### src/hw/rtl/wsenc_pkg.sv
// Shared types and fixed-point constants of the WS2812 color command encoder.
package wsenc_pkg;

    typedef enum logic [1:0] {
        KIND_RGB  = 2'd0,
        KIND_HUE  = 2'd1,
        KIND_TEMP = 2'd2,
        KIND_GRAY = 2'd3
    } t_kind;

    // Which piece of the hue function a channel falls on.
    typedef enum logic [1:0] {
        SEG_RISE = 2'd0,
        SEG_HIGH = 2'd1,
        SEG_FALL = 2'd2,
        SEG_LOW  = 2'd3
    } t_seg;

    typedef struct packed {
        logic [7:0] red;
        logic [7:0] green;
        logic [7:0] blue;
    } t_rgb;

    // Q16 fractions, 1.0 = 65536.
    localparam logic [16:0] Q_ONE      = 17'd65536;
    localparam logic [16:0] Q_SIXTH    = 17'd10922;
    localparam logic [16:0] Q_THIRD    = 17'd21845;
    localparam logic [16:0] Q_HALF     = 17'd32768;
    localparam logic [16:0] Q_TWOTHIRD = 17'd43690;
    localparam logic [16:0] Q_H_TEMP   = 17'd5439;
    localparam logic [14:0] Q_TEMP_K   = 15'd26214;

    localparam logic [7:0]  SAT_MAX    = 8'd254;
    localparam logic [15:0] TEMP_MAX   = 16'd500;
    // (t << 16) / 500 = t * 131 + floor(9 * t / 125), and the last term is
    // taken as (t * 9 * 8389) >> 20, exact for t up to 500.
    localparam logic [15:0] TEMP_STEP  = 16'd131;
    localparam logic [16:0] TEMP_RECIP = 17'd75501;

    localparam logic [3:0]  LAST_BYTE  = 4'd8;

endpackage

### src/hw/rtl/wsenc_front.sv
// Front end: accepts color commands and converts them to RGB in a five-stage pipeline.
module wsenc_front (
    input  logic              i_clk,
    input  logic              i_rst_n,
    input  logic              i_valid,
    output logic              o_ready,
    input  logic [1:0]        i_kind,
    input  logic [7:0]        i_red,
    input  logic [7:0]        i_green,
    input  logic [7:0]        i_blue,
    input  logic [7:0]        i_hue,
    input  logic [7:0]        i_saturation,
    input  logic [15:0]       i_color_temp,
    input  logic [7:0]        i_level,
    output logic              o_valid,
    input  logic              i_ready,
    output wsenc_pkg::t_rgb   o_rgb
);
    import wsenc_pkg::*;

    // x * 65536 / 254 for an 8-bit x: 65536 / 254 = 258 + 2 / 127.
    function automatic logic [16:0] div254(input logic [7:0] x);
        logic [8:0]  x2;
        logic [2:0]  corr;
        x2 = {x, 1'b0};
        if (x2 >= 9'd508) begin
            corr = 3'd4;
        end else if (x2 >= 9'd381) begin
            corr = 3'd3;
        end else if (x2 >= 9'd254) begin
            corr = 3'd2;
        end else if (x2 >= 9'd127) begin
            corr = 3'd1;
        end else begin
            corr = 3'd0;
        end
        return 17'({x, 8'd0}) + 17'({x, 1'b0}) + 17'(corr);
    endfunction

    logic en1, en2, en3, en4, en5;

    // Stage 1: hue and saturation scaling, temperature reciprocal product.
    logic        r1_v;
    t_kind       r1_kind, n1_kind;
    t_rgb        r1_rgb, n1_rgb;
    logic [16:0] r1_h, n1_h;
    logic [16:0] r1_f1, n1_f1;
    logic [15:0] r1_cb, n1_cb;
    logic [5:0]  r1_rq, n1_rq;

    // Stage 2: p for hue commands, fraction for temperature, wrapped hues.
    logic        r2_v;
    t_kind       r2_kind;
    t_rgb        r2_rgb;
    logic [16:0] r2_pf, n2_pf;
    logic [16:0] r2_t [3];
    logic [16:0] n2_t [3];

    // Stage 3: lightness product for temperature commands.
    logic        r3_v;
    t_kind       r3_kind;
    t_rgb        r3_rgb;
    logic [16:0] r3_pk, n3_pk;
    logic [16:0] r3_t [3];

    // Stage 4: p, q - p, segment and slope factor per channel.
    logic        r4_v;
    t_kind       r4_kind;
    t_rgb        r4_rgb;
    logic [16:0] r4_p, n4_p;
    logic [16:0] r4_d, n4_d;
    logic [15:0] r4_k [3];
    logic [15:0] n4_k [3];
    t_seg        r4_seg [3];
    t_seg        n4_seg [3];

    // Stage 5: ramp products.
    logic        r5_v;
    t_kind       r5_kind;
    t_rgb        r5_rgb;
    logic [16:0] r5_p;
    logic [15:0] r5_ph [3];
    logic [15:0] n5_ph [3];
    t_seg        r5_seg [3];

    assign en5 = !r5_v || i_ready;
    assign en4 = !r4_v || en5;
    assign en3 = !r3_v || en4;
    assign en2 = !r2_v || en3;
    assign en1 = !r1_v || en2;
    assign o_ready = en1;

    always_comb begin
        logic [7:0]  sat_c;
        logic [8:0]  ct_c;
        logic [25:0] rq_full;
        n1_kind = t_kind'(i_kind);
        if (n1_kind == KIND_GRAY) begin
            n1_rgb = '{red: i_level, green: i_level, blue: i_level};
        end else begin
            n1_rgb = '{red: i_red, green: i_green, blue: i_blue};
        end
        sat_c = (i_saturation > SAT_MAX) ? SAT_MAX : i_saturation;
        ct_c  = (i_color_temp > TEMP_MAX) ? TEMP_MAX[8:0] : i_color_temp[8:0];
        n1_h  = (n1_kind == KIND_TEMP) ? Q_H_TEMP : div254(i_hue);
        n1_f1 = div254(sat_c);
        n1_cb = 16'(16'(ct_c) * TEMP_STEP);
        rq_full = 26'(ct_c) * 26'(TEMP_RECIP);
        n1_rq = rq_full[25:20];
    end

    always_comb begin
        logic [16:0] f2;
        logic [16:0] p1;
        logic [16:0] tr;
        f2 = 17'(r1_cb) + 17'(r1_rq);
        p1 = Q_ONE - {r1_f1[16:1], 1'b0};
        n2_pf = (r1_kind == KIND_TEMP) ? f2 : p1;
        tr = r1_h + Q_THIRD;
        n2_t[0] = (tr > Q_ONE) ? tr - Q_ONE : tr;
        n2_t[1] = (r1_h > Q_ONE) ? r1_h - Q_ONE : r1_h;
        n2_t[2] = (r1_h < Q_THIRD) ? r1_h + (Q_ONE - Q_THIRD) : r1_h - Q_THIRD;
    end

    always_comb begin
        logic [31:0] m;
        m = 32'(r2_pf) * 32'(Q_TEMP_K);
        n3_pk = (r2_kind == KIND_TEMP) ? {2'd0, m[30:16]} : r2_pf;
    end

    always_comb begin
        logic [16:0] e;
        n4_p = (r3_kind == KIND_TEMP) ? Q_ONE - {r3_pk[15:0], 1'b0} : r3_pk;
        n4_d = Q_ONE - n4_p;
        for (int c = 0; c < 3; c++) begin
            e = Q_TWOTHIRD - r3_t[c];
            if (r3_t[c] < Q_SIXTH) begin
                n4_seg[c] = SEG_RISE;
                n4_k[c]   = {r3_t[c][13:0], 2'b0} + {1'b0, r3_t[c][13:0], 1'b0};
            end else if (r3_t[c] < Q_HALF) begin
                n4_seg[c] = SEG_HIGH;
                n4_k[c]   = '0;
            end else if (r3_t[c] < Q_TWOTHIRD) begin
                n4_seg[c] = SEG_FALL;
                n4_k[c]   = {e[13:0], 2'b0} + {1'b0, e[13:0], 1'b0};
            end else begin
                n4_seg[c] = SEG_LOW;
                n4_k[c]   = '0;
            end
        end
    end

    always_comb begin
        logic [32:0] pr;
        for (int c = 0; c < 3; c++) begin
            pr = 33'(r4_d) * 33'(r4_k[c]);
            n5_ph[c] = pr[31:16];
        end
    end

    always_ff @(posedge i_clk) begin
        if (!i_rst_n) begin
            r1_v <= 1'b0;
            r2_v <= 1'b0;
            r3_v <= 1'b0;
            r4_v <= 1'b0;
            r5_v <= 1'b0;
        end else begin
            if (en1) r1_v <= i_valid;
            if (en2) r2_v <= r1_v;
            if (en3) r3_v <= r2_v;
            if (en4) r4_v <= r3_v;
            if (en5) r5_v <= r4_v;
        end
    end

    always_ff @(posedge i_clk) begin
        if (en1) begin
            r1_kind <= n1_kind;
            r1_rgb  <= n1_rgb;
            r1_h    <= n1_h;
            r1_f1   <= n1_f1;
            r1_cb   <= n1_cb;
            r1_rq   <= n1_rq;
        end
        if (en2) begin
            r2_kind <= r1_kind;
            r2_rgb  <= r1_rgb;
            r2_pf   <= n2_pf;
            r2_t    <= n2_t;
        end
        if (en3) begin
            r3_kind <= r2_kind;
            r3_rgb  <= r2_rgb;
            r3_pk   <= n3_pk;
            r3_t    <= r2_t;
        end
        if (en4) begin
            r4_kind <= r3_kind;
            r4_rgb  <= r3_rgb;
            r4_p    <= n4_p;
            r4_d    <= n4_d;
            r4_k    <= n4_k;
            r4_seg  <= n4_seg;
        end
        if (en5) begin
            r5_kind <= r4_kind;
            r5_rgb  <= r4_rgb;
            r5_p    <= r4_p;
            r5_ph   <= n5_ph;
            r5_seg  <= r4_seg;
        end
    end

    // Final channel values: v on the hue curve, then (255 * v) >> 16.
    always_comb begin
        logic [16:0] v;
        logic [24:0] s;
        logic [7:0]  ch [3];
        for (int c = 0; c < 3; c++) begin
            unique case (r5_seg[c])
                SEG_RISE, SEG_FALL: v = r5_p + 17'(r5_ph[c]);
                SEG_HIGH:           v = Q_ONE;
                SEG_LOW:            v = r5_p;
                default:            v = r5_p;
            endcase
            s = {v, 8'd0} - 25'(v);
            ch[c] = (s[24:16] > 9'd255) ? 8'd255 : s[23:16];
        end
        if (r5_kind == KIND_HUE || r5_kind == KIND_TEMP) begin
            o_rgb = '{red: ch[0], green: ch[1], blue: ch[2]};
        end else begin
            o_rgb = r5_rgb;
        end
    end

    assign o_valid = r5_v;

endmodule

### src/hw/rtl/wsenc_queue.sv
// Small FIFO of converted colors between the front end and the serializer.
module wsenc_queue #(
    parameter int DEPTH = 4
) (
    input  logic            i_clk,
    input  logic            i_rst_n,
    input  logic            i_push,
    output logic            o_ready,
    input  wsenc_pkg::t_rgb i_data,
    output logic            o_valid,
    input  logic            i_pop,
    output wsenc_pkg::t_rgb o_data
);
    import wsenc_pkg::*;

    localparam int PTR_W = (DEPTH > 1) ? $clog2(DEPTH) : 1;
    localparam int CNT_W = $clog2(DEPTH + 1);

    t_rgb             r_mem [DEPTH];
    logic [PTR_W-1:0] r_wr, n_wr;
    logic [PTR_W-1:0] r_rd, n_rd;
    logic [CNT_W-1:0] r_cnt, n_cnt;
    logic             do_push, do_pop;

    assign o_ready = (r_cnt != CNT_W'(DEPTH));
    assign o_valid = (r_cnt != '0);
    assign o_data  = r_mem[r_rd];
    assign do_push = i_push && o_ready;
    assign do_pop  = i_pop && o_valid;

    always_comb begin
        n_wr = r_wr;
        n_rd = r_rd;
        n_cnt = r_cnt;
        if (do_push) begin
            n_wr = (r_wr == PTR_W'(DEPTH - 1)) ? '0 : r_wr + 1'b1;
        end
        if (do_pop) begin
            n_rd = (r_rd == PTR_W'(DEPTH - 1)) ? '0 : r_rd + 1'b1;
        end
        if (do_push && !do_pop) begin
            n_cnt = r_cnt + 1'b1;
        end else if (!do_push && do_pop) begin
            n_cnt = r_cnt - 1'b1;
        end
    end

    always_ff @(posedge i_clk) begin
        if (!i_rst_n) begin
            r_wr  <= '0;
            r_rd  <= '0;
            r_cnt <= '0;
        end else begin
            r_wr  <= n_wr;
            r_rd  <= n_rd;
            r_cnt <= n_cnt;
        end
    end

    always_ff @(posedge i_clk) begin
        if (do_push) begin
            r_mem[r_wr] <= i_data;
        end
    end

endmodule

### src/hw/rtl/wsenc_back.sv
// Back end: encodes one color into 72 line bits and sends them as nine bytes.
module wsenc_back (
    input  logic            i_clk,
    input  logic            i_rst_n,
    input  logic            i_q_valid,
    output logic            o_q_pop,
    input  wsenc_pkg::t_rgb i_q_data,
    output logic            o_valid,
    input  logic            i_ready,
    output logic [7:0]      o_line_byte,
    output logic            o_last
);
    import wsenc_pkg::*;

    // Green, red, blue, MSB first; each color bit becomes 1, bit, 0.
    function automatic logic [71:0] encode(input t_rgb c);
        logic [23:0] seq;
        logic [71:0] f;
        seq = {c.green, c.red, c.blue};
        for (int j = 0; j < 24; j++) begin
            f[3*j]     = 1'b1;
            f[3*j + 1] = seq[23 - j];
            f[3*j + 2] = 1'b0;
        end
        return f;
    endfunction

    logic        r_busy;
    logic [3:0]  r_cnt;
    logic [63:0] r_frame;
    logic        r_ov;
    logic [7:0]  r_byte;
    logic        r_last;

    logic [71:0] src;
    logic        src_v, adv, fire, is_last;

    assign src     = r_busy ? {8'd0, r_frame} : encode(i_q_data);
    assign src_v   = r_busy || i_q_valid;
    assign adv     = !r_ov || i_ready;
    assign fire    = adv && src_v;
    assign is_last = (r_cnt == LAST_BYTE);
    assign o_q_pop = fire && !r_busy;

    always_ff @(posedge i_clk) begin
        if (!i_rst_n) begin
            r_busy <= 1'b0;
            r_cnt  <= '0;
            r_ov   <= 1'b0;
        end else if (fire) begin
            r_busy <= !is_last;
            r_cnt  <= is_last ? 4'd0 : r_cnt + 4'd1;
            r_ov   <= 1'b1;
        end else if (adv) begin
            r_ov   <= 1'b0;
        end
    end

    always_ff @(posedge i_clk) begin
        if (fire) begin
            r_frame <= src[71:8];
            r_byte  <= src[7:0];
            r_last  <= is_last;
        end
    end

    assign o_valid     = r_ov;
    assign o_line_byte = r_byte;
    assign o_last      = r_last;

endmodule

### src/hw/rtl/ws2812_color_command_encoder_core.sv
// Top level of the WS2812 color command encoder.
// The block takes one color command per item (direct RGB, hue with
// saturation, color temperature in mireds, or a gray level) and produces a
// frame of nine line bytes for a serial transmitter, the ninth flagged by
// o_last. Hue and temperature commands are converted to RGB in a five-stage
// fixed-point pipeline; the green, red and blue channels are then sent MSB
// first, each color bit becoming the line bits 1,1,0 for a one or 1,0,0 for
// a zero, with the first line bit in bit 0 of the first byte. At the
// sustained rate, while the consumer is ready, the block delivers one byte
// per cycle, set by the single byte-wide output of the serializer; a new
// command is accepted every cycle while the converter pipeline and the color
// queue have room, so commands may arrive in bursts. When the queue is empty
// and the serializer is idle, the first byte of a command's frame is offered
// on the output once the command has passed the five pipeline registers,
// the color queue and the output byte register. Both channels use a valid
// and ready handshake and the output byte is registered, so a stalled
// consumer does not stall the converter until the queue fills.
module ws2812_color_command_encoder_core #(
    parameter int QUEUE_DEPTH = 4
) (
    input  logic        i_clk,
    input  logic        i_rst_n,
    input  logic        i_valid,
    output logic        o_ready,
    input  logic [1:0]  i_kind,
    input  logic [7:0]  i_red,
    input  logic [7:0]  i_green,
    input  logic [7:0]  i_blue,
    input  logic [7:0]  i_hue,
    input  logic [7:0]  i_saturation,
    input  logic [15:0] i_color_temp,
    input  logic [7:0]  i_level,
    output logic        o_valid,
    input  logic        i_ready,
    output logic [7:0]  o_line_byte,
    output logic        o_last
);
    import wsenc_pkg::*;

    // Converted color from the front end into the queue.
    logic fr_valid;
    logic fr_ready;
    t_rgb fr_rgb;

    // Queue head toward the serializer.
    logic q_valid;
    logic q_pop;
    t_rgb q_rgb;

    wsenc_front u_front (
        .i_clk        (i_clk),
        .i_rst_n      (i_rst_n),
        .i_valid      (i_valid),
        .o_ready      (o_ready),
        .i_kind       (i_kind),
        .i_red        (i_red),
        .i_green      (i_green),
        .i_blue       (i_blue),
        .i_hue        (i_hue),
        .i_saturation (i_saturation),
        .i_color_temp (i_color_temp),
        .i_level      (i_level),
        .o_valid      (fr_valid),
        .i_ready      (fr_ready),
        .o_rgb        (fr_rgb)
    );

    // The queue lets commands keep flowing while a frame is being sent.
    wsenc_queue #(
        .DEPTH (QUEUE_DEPTH)
    ) u_queue (
        .i_clk   (i_clk),
        .i_rst_n (i_rst_n),
        .i_push  (fr_valid),
        .o_ready (fr_ready),
        .i_data  (fr_rgb),
        .o_valid (q_valid),
        .i_pop   (q_pop),
        .o_data  (q_rgb)
    );

    // The serializer picks up the next color on the same cycle it sends the
    // last byte of the current one, so back-to-back frames have no gap.
    wsenc_back u_back (
        .i_clk       (i_clk),
        .i_rst_n     (i_rst_n),
        .i_q_valid   (q_valid),
        .o_q_pop     (q_pop),
        .i_q_data    (q_rgb),
        .o_valid     (o_valid),
        .i_ready     (i_ready),
        .o_line_byte (o_line_byte),
        .o_last      (o_last)
    );

endmodule

### config.mk
export PLATFORM = sky130hd
export DESIGN_NAME = ws2812_color_command_encoder_core
export DESIGN_NICKNAME = d
export VERILOG_FILES = /design/src/hw/rtl/wsenc_pkg.sv /design/src/hw/rtl/wsenc_front.sv /design/src/hw/rtl/wsenc_queue.sv /design/src/hw/rtl/wsenc_back.sv /design/src/hw/rtl/ws2812_color_command_encoder_core.sv
export SDC_FILE = /design/constraint.sdc
export NUM_CORES = 2
export LEC_CHECK = 0
export BUFFER_PORTS_ARGS = -buffer_cell sky130_fd_sc_hd__buf_2
export CORE_MARGIN = 2
export CORE_UTILIZATION = 55
export CTS_BUF_LIST = sky130_fd_sc_hd__clkbuf_2 sky130_fd_sc_hd__clkbuf_4 sky130_fd_sc_hd__clkbuf_8
export CTS_CLUSTER_DIAMETER = 100
export DETAILED_ROUTE_END_ITERATION = 8
export PLACE_DENSITY = 0.74
export SYNTH_ARGS = -nofsm -noshare
export SYNTH_HDL_FRONTEND = slang
export SYNTH_HIERARCHICAL = 1
export SYNTH_SLANG_ARGS = --single-unit
### constraint.sdc
create_clock -name i_clk -period 6.2 [get_ports i_clk]
set_input_delay 0.31 -clock i_clk [delete_from_list [all_inputs] [get_ports i_clk]]
set_output_delay 0.31 -clock i_clk [all_outputs]
set_load 0.02 [all_outputs]
==> impl_metrics.json <==
{
  "status": "finished with violations",
  "violations": "negative setup slack",
  "finalClockSkew_ns": 0.0861,
  "yosysSeqAreaShare": 0.301,
  "synth-async-reset-ratio": 0,
  "critPathCaptureType": "flop",
  "grt_pass1_wl_um": 247000,
  "setup_viol": 10,
  "core_mm2": 0.118,
  "fill_cells": 9162,
  "worstMarginPinSlew_ns": 1.14,
  "crit_required_ns": 6.73,
  "ys_warn_count": 6,
  "avgSynthCellArea_um2": 10.5,
  "synthTopCellsByCount": "1,022 x inv_1, 735 x ha_1, 707 x fa_1, 673 x nand2_1, 639 x edfxtp_1",
  "htreeDepth": 3,
  "worstSetupPathType": "reg2reg",
  "cts-root-buf": "clkbuf_8",
  "crit_fanout": 6,
  "utilization": 0.625,
  "hold_viol": 0,
  "synth_top_area_cell": "edfxtp_1",
  "track_usage": 0.257,
  "via_per_inst": 5.56,
  "gp_congestion": 0.916,
  "numPortBuffers": 80,
  "min_from": "i_level[4]",
  "cp_slowest_stage_delay_ns": 0.51,
  "wirelength_um": 154000,
  "syn-num-nets": 7725,
  "antenna_found_initial": 8,
  "cts_tree": "yes",
  "drt_iter0_markers": 3358,
  "grt_pass1_vias": 47400,
  "numClockSinks": 659,
  "holdCritPathClass": "in2reg",
  "drv_slew": 0,
  "fmax_mhz": 158,
  "cts.clk_slew.worst_paths_ns": 0.07,
  "post-place-ws_ns": -0.508,
  "period_share": 1.02,
  "drv_cap": 0,
  "layout-drive-gt1-share": 0.131,
  "reg2reg_to": "u_front/r5_ph[12]",
  "drcViolationCount": 0,
  "slew-limit-headroom": 0.243,
  "setup_ws_ns": -0.117,
  "grt_start_max_net_pins": 89,
  "reg2reg_depth": 25,
  "cp.arrival_ns": 6.85,
  "synthTopCellsByArea": "edfxtp_1 30%, fa_1 22%, ha_1 14%, inv_1 5.9%, nand2_1 3.9%",
  "yosysTopAreaCellShare": 0.295,
  "grt_overflow": 0,
  "hold_end": "u_front/r1_rgb[4]",
  "dr.pass1.iters": 6,
  "yosysUniqueCellTypes": 102,
  "synth-seq-cells": 659,
  "fin_crit_ns": 6.32,
  "dp_hpwl_um": 120000,
  "cts_buffers": 106,
  "synth-edff-count": 639,
  "insertion_delay_ns": 0.80,
  "pin_count": 81,
  "critPathLaunchType": "flop",
  "die_area_mm2": 0.121,
  "antenna_left": 0,
  "crit_top_cell": "fa_1",
  "netlist_instances": 6213,
  "holdPathStages": 3,
  "die_w_um": 348,
  "r2r_start": "u_front/r4_d[6]",
  "rows": 126,
  "synth_ff_type": "edfxtp_1",
  "start_util": 0.553,
  "nNetsFinal": 8141,
  "vias": 45900,
  "r2r_slack_ns": -0.12,
  "routedWlPerCell_um": 18.6,
  "crit_slowest_cell": "fa_1",
  "synth_area_mm2": 0.0650,
  "fp.dieH_um": 348,
  "clockBufferDepth": 3,
  "rsz0062_at_grt": "yes",
  "syn2layout_area_growth_pct": 13.1,
  "post-synth-top-count-cell": "inv_1"
}
layout by cell type (no fill, tap or decap), drive strengths merged, types with 13 or more instances in the layout:
| cell type | count |
|---|---|
| a211o | 14 |
| a211oi | 52 |
| a21boi | 17 |
| a21o | 92 |
| a21oi | 199 |
| a31oi | 25 |
| and2 | 345 |
| and3 | 43 |
| buf | 460 |
| clkbuf | 143 |
| clkinv | 39 |
| dfxtp | 20 |
| dlygate4sd3 | 74 |
| edfxtp | 639 |
| fa | 707 |
| ha | 735 |
| inv | 1027 |
| mux2 | 16 |
| mux4 | 24 |
| nand2 | 673 |
| nand2b | 56 |
| nand3 | 83 |
| nand3b | 13 |
| nand4 | 29 |
| nor2 | 207 |
| nor2b | 37 |
| nor3 | 58 |
| nor3b | 17 |
| nor4 | 23 |
| o21a | 46 |
| o21ai | 165 |
| o21bai | 43 |
| o31ai | 32 |
| or3 | 49 |
| or4 | 19 |
| xnor2 | 204 |
| xor2 | 102 |
worst max-delay path by stage:
stage / endpoint / start / cells after the start
finish: u_front/r5_ph[12] / u_front/r4_d[6] / 25
global route: u_front/r5_ph[12] / u_front/r4_d[6] / 25
CTS: u_front/r5_ph[15] / u_front/r4_d[6] / 24
detailed placement: u_front/r5_ph[15] / u_front/r4_d[6] / 25
global placement: u_front/r5_ph[15] / u_front/r4_d[6] / 25
floorplan: u_front/r5_ph[31] / u_front/r4_d[8] / 22
registers in the layout, summed over array words and instances (netlist names), 24 cells and up, named ones only:
signal,cells
u_front/r5_rgb,24
u_front/r4_k,45
u_front/r3_t,51
u_back/r_frame,58
u_front/r3_rgb,24
u_queue/r_mem,96
u_front/r1_rgb,24
u_front/r5_ph,48
u_front/r2_rgb,24
u_front/r2_t,51
u_front/r4_rgb,24
stage by stage:
stage          cell area, um^2  cells  hold slack, ns  TNS [ns]
6_report                 73600   8254          0.0917    -0.359
4_1_cts                  73000   8231         0.00131    -0.119
2_1_floorplan            65100   6213           0.400   -0.0111
3_3_place_gp             69300   7938           0.401     -3.79
5_1_grt                  73600   8254          0.0327     -4.33
3_5_place_dp             69300   7938           0.405     -6.88
worst max-delay path: cells and delay by family, from the launching register on:
family                     cells  cell delay, ns
adders and majority gates      7            3.06
AOI/OAI and AO/OA              5            0.98
and+or+nand+nor                4            0.75
buffers and inverters          8            0.69
DFF                            1            0.42
xor gates and xnor gates       1            0.15
final cells by class:
type	instances	area (um^2)	area share
clock inverters	54	588	0.00799
clock buffers	142	1750	0.0238
flip-flops and latches	659	19600	0.266
diodes	1	2.50	0.0000340
well taps	1536	1920	0.0261
multi-input cells	4302	41400	0.563
inverters	1024	3850	0.0523
repair buffers	536	4430	0.0603
logic make-up after synthesis:
kind of cell | count (synthesis) | share of synthesized area
buf+inv | 1252 | 0.0730
mux | 49 | 0.0125
simple gates | 1703 | 0.131
fa+ha+maj | 1442 | 0.359
compound gates | 802 | 0.0821
flops | 659 | 0.301
xor+xnor | 306 | 0.0412
layer usage:
metal  global-route usage  vias up  share of wire
met2                0.435     1397           0.49
li1                     -    21400              -
met3               0.0330      304          0.059
met5                    0        -        0.00018
met4               0.0968        4          0.037
met1                0.339    22800           0.42
what timing repair did:
item                                    in CTS  in global routing
resized for setup                          102                108
hold buffers                                74                  0
gates cloned                                 2                  1
endpoints found under the setup margin      36                 42
pin swaps                                   82                 69
endpoints found under the hold margin       75                  0
setup buffers                               27                 26
Power is not shown: default switching activity piles up to over one toggle a cycle in this logic, so the estimate is an artifact.
